--- src/rtl/core/chs_pkg.sv ---
// ----------------------------------------------------------------------------
// Chained hash set package
// Shared operation and status codes, and the queue entry type.
// ----------------------------------------------------------------------------
package chs_pkg;

    localparam logic [1:0] OP_INSERT = 2'd0;
    localparam logic [1:0] OP_SEARCH = 2'd1;
    localparam logic [1:0] OP_REMOVE = 2'd2;
    localparam logic [1:0] OP_UNUSED = 2'd3;

    localparam logic [1:0] ST_DONE     = 2'd0;
    localparam logic [1:0] ST_NOTFOUND = 2'd1;
    localparam logic [1:0] ST_FULL     = 2'd2;

    localparam int KEY_W = 31;

    // One classified request passed from the front end to the back end.
    typedef struct packed {
        logic [1:0]       op;
        logic [KEY_W-1:0] key;
    } t_req;

endpackage

--- src/rtl/core/chs_front.sv ---
// ----------------------------------------------------------------------------
// Chained hash set front end
// Accepts requests, computes the bucket by serial restoring modulo and
// pushes the classified request with its bucket into a two-entry queue.
// ----------------------------------------------------------------------------
module chs_front #(
    parameter int BKT_W = 6
) (
    input  logic              i_clk,
    input  logic              i_rst_n,
    input  logic [6:0]        i_count,
    input  logic              i_valid,
    output logic              o_ready,
    input  chs_pkg::t_req     i_req,
    output logic              o_valid,
    input  logic              i_ready,
    output chs_pkg::t_req     o_req,
    output logic [BKT_W-1:0]  o_bkt
);
    import chs_pkg::*;

    localparam int BUCKETS = 1 << BKT_W;

    logic          r_busy, n_busy;
    logic [4:0]    r_bit, n_bit;
    logic [7:0]    r_rem, n_rem;
    logic [6:0]    r_div, n_div;
    t_req          r_req, n_req;
    logic [7:0]    w_sh;
    logic [6:0]    w_cnt;

    // Queue of two entries.
    t_req             r_q_req [2];
    logic [BKT_W-1:0] r_q_bkt [2];
    logic             r_wp, r_rp;
    logic [1:0]       r_fill;
    logic             w_push, w_pop;

    // Effective bucket count, clamped to 1..BUCKETS.
    always_comb begin
        w_cnt = i_count;
        if (i_count == 7'd0) w_cnt = 7'd1;
        else if (BUCKETS < 128 && {25'd0, i_count} > BUCKETS) w_cnt = 7'(BUCKETS);
    end

    assign o_ready = !r_busy && (r_fill != 2'd2);
    assign w_sh    = {r_rem[6:0], r_req.key[r_bit]};
    assign w_push  = r_busy && (r_bit == 5'd0);
    assign w_pop   = (r_fill != 2'd0) && i_ready;

    // Modulo: one key bit per cycle, most significant first.
    always_comb begin
        n_busy = r_busy;
        n_bit  = r_bit;
        n_rem  = r_rem;
        n_div  = r_div;
        n_req  = r_req;
        if (i_valid && o_ready) begin
            n_busy = 1'b1;
            n_bit  = 5'(KEY_W - 1);
            n_rem  = 8'd0;
            n_div  = w_cnt;
            n_req  = i_req;
        end else if (r_busy) begin
            n_rem = (w_sh >= {1'b0, r_div}) ? w_sh - {1'b0, r_div} : w_sh;
            n_bit = r_bit - 5'd1;
            if (r_bit == 5'd0) n_busy = 1'b0;
        end
    end

    always_ff @(posedge i_clk) begin
        if (!i_rst_n) begin
            r_busy <= 1'b0;
            r_wp   <= 1'b0;
            r_rp   <= 1'b0;
            r_fill <= 2'd0;
        end else begin
            r_busy <= n_busy;
            if (w_push) r_wp <= !r_wp;
            if (w_pop) r_rp <= !r_rp;
            r_fill <= r_fill + {1'b0, w_push} - {1'b0, w_pop};
        end
        r_bit <= n_bit;
        r_rem <= n_rem;
        r_div <= n_div;
        r_req <= n_req;
        if (w_push) begin
            r_q_req[r_wp] <= r_req;
            r_q_bkt[r_wp] <= BKT_W'(n_rem);
        end
    end

    assign o_valid = (r_fill != 2'd0);
    assign o_req   = r_q_req[r_rp];
    assign o_bkt   = r_q_bkt[r_rp];
endmodule

--- config.mk ---
export PLATFORM = sky130hd
export DESIGN_NAME = chs_front
export DESIGN_NICKNAME = d
export VERILOG_FILES = /design/src/rtl/core/chs_pkg.sv /design/src/rtl/core/chs_front.sv
export SDC_FILE = /design/constraint.sdc
export NUM_CORES = 1
export LEC_CHECK = 0
export ABC_CLOCK_PERIOD_IN_PS = 4890
export BUFFER_PORTS_ARGS = -buffer_cell sky130_fd_sc_hd__clkbuf_2
export CAP_MARGIN = 25
export CORE_MARGIN = 2
export CORE_UTILIZATION = 25
export CTS_CLUSTER_SIZE = 14
export DETAILED_ROUTE_END_ITERATION = 10
export PLACE_DENSITY_LB_ADDON = 0.25
export SKIP_LAST_GASP = 1
export SYNTH_ARGS = -nofsm -noshare
export SYNTH_HDL_FRONTEND = slang
export SYNTH_SLANG_ARGS = --single-unit
--- constraint.sdc ---
create_clock -name i_clk -period 4.89 [get_ports i_clk]
set_clock_uncertainty 0.2 [all_clocks]
set_input_delay 0.7335 -clock i_clk [delete_from_list [all_inputs] [get_ports i_clk]]
set_output_delay 0.7335 -clock i_clk [all_outputs]
set_load 0.03 [all_outputs]
# [After elaboration in Yosys (flattened, before gate mapping)]
# Memory sizes are Yosys's and may differ from the RTL's. A register that Yosys moved wholly into a read port is not among the register bits.
# Cells that the tools add are included.
[op_classes] addsub=4 n_lt_le_gt_ge=3 n_eq_ne=1 n_mux=15 reduce_logical=11
[op_table] op="$mux 7" count=2
[op_table] op="$mux 6" count=2
[op_table] op="$mux 1" count=10
[op_table] op="$ge 8x7->1" count=1
[op_table] op="$gt 7x7->1 const B" count=1
[op_table] op="$logic_not 7->1" count=1
[op_table] op="$sub 7x7->7" count=1
[op_table] op="$lt 5x6->1 const B" count=1
[op_table] op="$bmux 1 s5" count=1
[op_table] op="$logic_not 5->1" count=1
[op_table] op="$sub 5x1->5 const B" count=1
[op_table] op="$logic_and 1x1->1" count=4
[op_table] op="$logic_not 1->1" count=3
[op_table] op="$add 2x1->2" count=1
[op_table] op="$ne 2x2->1 const B" count=1
[op_table] op="$reduce_bool 2->1" count=1
[op_table] op="$reduce_or 2->1" count=1
[op_table] op="$sub 2x1->2" count=1
[totals] reg_bits=57 ram_bits=78 input_bits=44 output_inout_bits=41 word_cells=47 n_memories=2
[memory_table] memory="r_q_req" words=2 word_bits=33 read_ports=1 rd_ports_with_merged_regs=1 write_ports=1 line_no="chs_front.sv:33" rtl="t_req r_q_req [2];"
[memory_table] memory="r_q_bkt" words=2 word_bits=6 read_ports=1 rd_ports_with_merged_regs=1 write_ports=1 line_no="chs_front.sv:34" rtl="logic [BKT_W-1:0] r_q_bkt [2];"

# [Depth between registers and ports, before layout]
[depth] ltp_word=6 mapped_depth=13 ltp_nobuf=12

# [Least setup slack after synthesis]
# OpenSTA, ideal clock, no wires.
[synth_path] path_kind="register to register" from="reg r_bit[1]" to="mem r_q_bkt[0][5], data pin" setup_time_ns=0.274 t_arrival_ns=3.637 required_time_ns=4.416 path_slack_ns=0.779 stages_incl_launch_ff=14 path_buffers=1 period_less_slack_ns=4.111 path_cell_list="dfxtp_1 -> buf_6 -> mux4_2 -> mux4_2 -> nand2b_1 -> and3_4 -> ha_1 -> inv_1 -> fa_1 -> a211o_1 -> a211o_1 -> a21oi_1 -> nor4_1 -> or3b_1"
[synth_via] elab_chain_cells=6 elab_cells_between_ends=7 classes_between="add/sub: 1; order compare: 1; mux: 5"
[synth_lines] element="from (decl)" line_no="chs_front.sv:25" rtl="logic [4:0] r_bit, n_bit;"
[synth_lines] element="from (signal assigned)" line_no="chs_front.sv:83" rtl="r_bit <= n_bit;"
[synth_lines] element="$bmux 1 s5 *" line_no="chs_front.sv:47" rtl="assign w_sh = {r_rem[6:0], r_req.key[r_bit]};"
[synth_lines] element="$mux 1 (not written as such) *" line_no="chs_front.sv:47"
[synth_lines] element="$sub 7x7->7 / $ge 8x7->1 (equally long branches)" line_no="chs_front.sv:65" rtl="n_rem = (w_sh >= {1'b0, r_div}) ? w_sh - {1'b0, r_div} : w_sh;"
[synth_lines] element="$mux 7 *" line_no="chs_front.sv:65"
[synth_lines] element="$mux 6 *" line_no="chs_front.sv:64" rtl="end else if (r_busy) begin"
[synth_lines] element="$mux 6 *" line_no="chs_front.sv:58" rtl="if (i_valid && o_ready) begin"
[synth_lines] element="via n_rem[5]" line_no="chs_front.sv:26" rtl="logic [7:0] r_rem, n_rem;"
[synth_lines] element="to (decl)" line_no="chs_front.sv:34"
# Mark *: on every way through the listed nets, which the timed path passes. The rest lies on a longest branch. The select of a mux whose other input is x is not followed.

# [Worst setup path in the final report]
# Same ends and word-level chain as after synthesis.

==> results.md <==
* Pwr dens at 551 nW/um2
* Static leakage power at 2.56 nW
* Post-detailed-routing wire length at 11600 um
* Tightest slew margin relative to the limit at 43.1%
* Total die area at 23000 um2
* Sequential cell area fraction in the yosys report at 71.6%
* Startpoint-to-endpoint class of the critical path: register to register
* Synthesized instance count at 323
* Clock-pin transition on the worst setup and hold timing paths at 0.06 ns
* Element type at the critical path end: register
* Most frequently used flop master after synthesis: edfxtp_1
* WP data arrival at 4.39 ns
* Number of clock sinks at 136
* Initial DRC Count at 219
* Post-CTS setup repair buffer count at 0
* DRC viols at 0
* Nets at 477
* WHS Endpoint: r_q_req[0][31]
* Leading cell types in the layout, fill and taps excluded: edfxtp_1, clkbuf_2, mux2_2
* Fillers at 2111
* Largest cells by area after synthesis: edfxtp_1, mux2_2, dfxtp_1
* Most common library cell in the layout ignoring fill and taps: edfxtp_1
* Flip-flop and latch count after synthesis at 136
* Cell count of the worst hold path at 0
* Synthesized cell area at 5450 um2
* Antenna Diode Count at 0
* Data required time of the worst path at 4.83 ns
* Number of input and output port buffers inserted at 84
* Launch point of the worst hold path: r_req[31]
* Tmin final at 4.45 ns
* Max IR drop VDD at 0.000216 V
* Wire length of the first global-routing pass at 17500 um
* Weighted congestion at the end of routability-driven global placement at 0.890
* Post-CTS Hold Buffers at 0
* Ratio of routed vias to standard cells at 4.21
* Fraction of layout instances using a drive strength above 1 at 39.9%
* Total core area at 21600 um2
* Pre-CTS setup slack at 0.415 ns
* Final instance area at 6900 um2
* Clock buffer depth at 2
* DP Wirelength at 7860 um
* Slew at the pin with the worst max-slew slack at 0.851 ns
* Number of buffers created by CTS at 17
* Average routed wire per standard cell at 16.2 um
* Startpoint type of the worst setup path: register
* Max Freq at 225 MHz
* Hold Vio Cnt, Final at 0
* Hold WC Path Type: register to register
* Number of different library cells in the post-synthesis netlist at 44
* Worst reg-to-reg path cell count at 12
* Total vias in the final route at 3007
* Reg2Reg Capture Point: r_q_bkt[0][5]
* Number of failing setup endpoints in the final timing report at 0
* Max-cap violations at 0
* Clock Latency Late Sink at 0.41 ns
* Rows at 54
* Synth-to-layout area growth at 26.6%
* Detailed Routing Iterations Pass 1 at 4
* EDFF count, synth at 118
* Top Ports at 85
* Total Routing Usage GR at 10.5%
* Largest net degree at the start of global routing at 43
* CP Max Fanout at 5
* Final TNS setup at 0 ns
* Post-DRT Antenna Nets at 0
* Average cell area after synthesis at 16.9 um2
* Remaining global-route overflow at 0
* R2r setup slk at 0.44 ns
* Number of slew-limit violations in the final report at 0
* Initial antenna violation count at 0
* Die span in y at 152 um
* Yosys warns at 0
* Final design utilization at 31.9%
* Asr flop ratio synth at 0%
* Run status: finished clean
* Number of H-tree levels at 4
* Final worst slack at 0.442 ns
* Reg2Reg Launch Point: r_bit[1]
* Nets in the synthesized netlist at 378
* Initial core utilization at 25.2%
* Clock tree from TritonCTS: built
* Portion of synthesized cell area occupied by the leading cell type at 65.0%
* Library cell with the largest summed area after synthesis: edfxtp_1
* Root buffer cell: clkbuf_16
* Number of global-route vias before repair at 3069
* Count of instances resized after the clock tree is built at 0
* Horizontal die dimension at 152 um
* Final period utilization at 91.0%
* Total placed instance area at 6250 um2
* RSZ-0062 raised after global routing: no
==> layer usage <==
layer  routed length, um  up-vias  track usage, %
met5                   0        -               0
met4                 137        0            3.89
met3                 685       10            3.80
met2                5350       92            15.8
met1                5430     1474            13.9
li1                    -     1431               -
==> where the power goes <==
group | total [W] | leakage [nW] | switching, W | internal [W]
Sequential | 0.00150 | 1.23 | 0.000101 | 0.00140
Clock | 0.00137 | 0.306 | 0.000472 | 0.000896
Combinational | 0.000932 | 1.02 | 0.000527 | 0.000405
==> logic make-up after synthesis <==
kind of cell               Yosys count  share of synthesized area (%)
DFF                                136                           71.6
muxes                               52                           12.6
and+or+nand+nor                     52                           5.35
AOI/OAI and AO/OA                   35                           4.41
buffers and inverters               30                           2.20
adders and majority gates           11                           2.66
xor gates and xnor gates             7                           1.12
==> critical path: stages (launching register included) <==
cell	delay (ns)
dfxtp_1	0.52
mux4_1	0.62
mux4_2	0.49
nand2b_1	0.09
and3_4	0.20
ha_1	0.16
inv_1	0.05
fa_1	0.42
a211o_1	0.31
a211o_1	0.30
a21o_1	0.25
o2111a_1	0.16
or3b_1	0.41
==> worst max path at each step <==
stage | endpoint | start | slack [ns] | cells after the start
4_1_cts | r_q_bkt[0][5] | r_bit[1] | 0.41 | 12
3_3_place_gp | r_q_bkt[0][5] | r_bit[1] | 0.51 | 12
6_report | r_q_bkt[0][5] | r_bit[1] | 0.44 | 12
5_1_grt | r_q_bkt[0][5] | r_bit[1] | 0.28 | 12
3_5_place_dp | r_q_bkt[0][5] | r_bit[1] | 0.42 | 12
2_1_floorplan | r_q_bkt[0][5] | r_bit[1] | 0.78 | 13
==> layout make-up <==
class                   instances  area [um2]  area share, %
clock buffers                  17         425           6.16
clock inverters                14         206           2.99
inverters                      18        67.6          0.979
multi-input cells             157        1440           20.9
flip-flops and latches        136        3910           56.6
well taps                     280         350           5.08
repair buffers                 92         505           7.32
==> synthesized netlist by cell type (2+ instances only) <==
cell,count
o2111ai_1,3
xor2_1,2
xnor2_1,5
nor2b_1,9
ha_1,10
dfxtp_1,18
mux4_1,5
nand2_1,13
nand3_1,2
mux2i_1,5
edfxtp_1,118
mux2_2,39
o211ai_1,2
inv_1,18
and2_1,4
a21oi_1,8
o21a_1,3
nand2b_1,3
a21o_1,2
a31oi_1,2
nand4_1,2
or2_2,2
o21ai_0,7
a211o_1,2
nand3b_1,3
nor2_1,6
nor3_1,2
mux4_2,3
clkbuf_1,10
==> registers in the layout, summed over array words and instances, names as in the netlist, named ones only <==
register,cells
r_q_bkt,12
r_q_req,66
r_div,7
r_bit,5
r_req,33
r_rp,1
r_rem,7
r_wp,1
r_fill,2
r_busy,1
==> stage by stage <==
step | hold slack (ns) | power [W] | cells
2_1_floorplan | 0.221 | 0.00218 | 323
3_3_place_gp | 0.226 | 0.00243 | 681
3_5_place_dp | 0.231 | 0.00246 | 682
4_1_cts | 0.244 | 0.00384 | 713
5_1_grt | 0.257 | 0.00399 | 714
6_report | 0.243 | 0.00380 | 714
(Power assumes the default switching activity.)
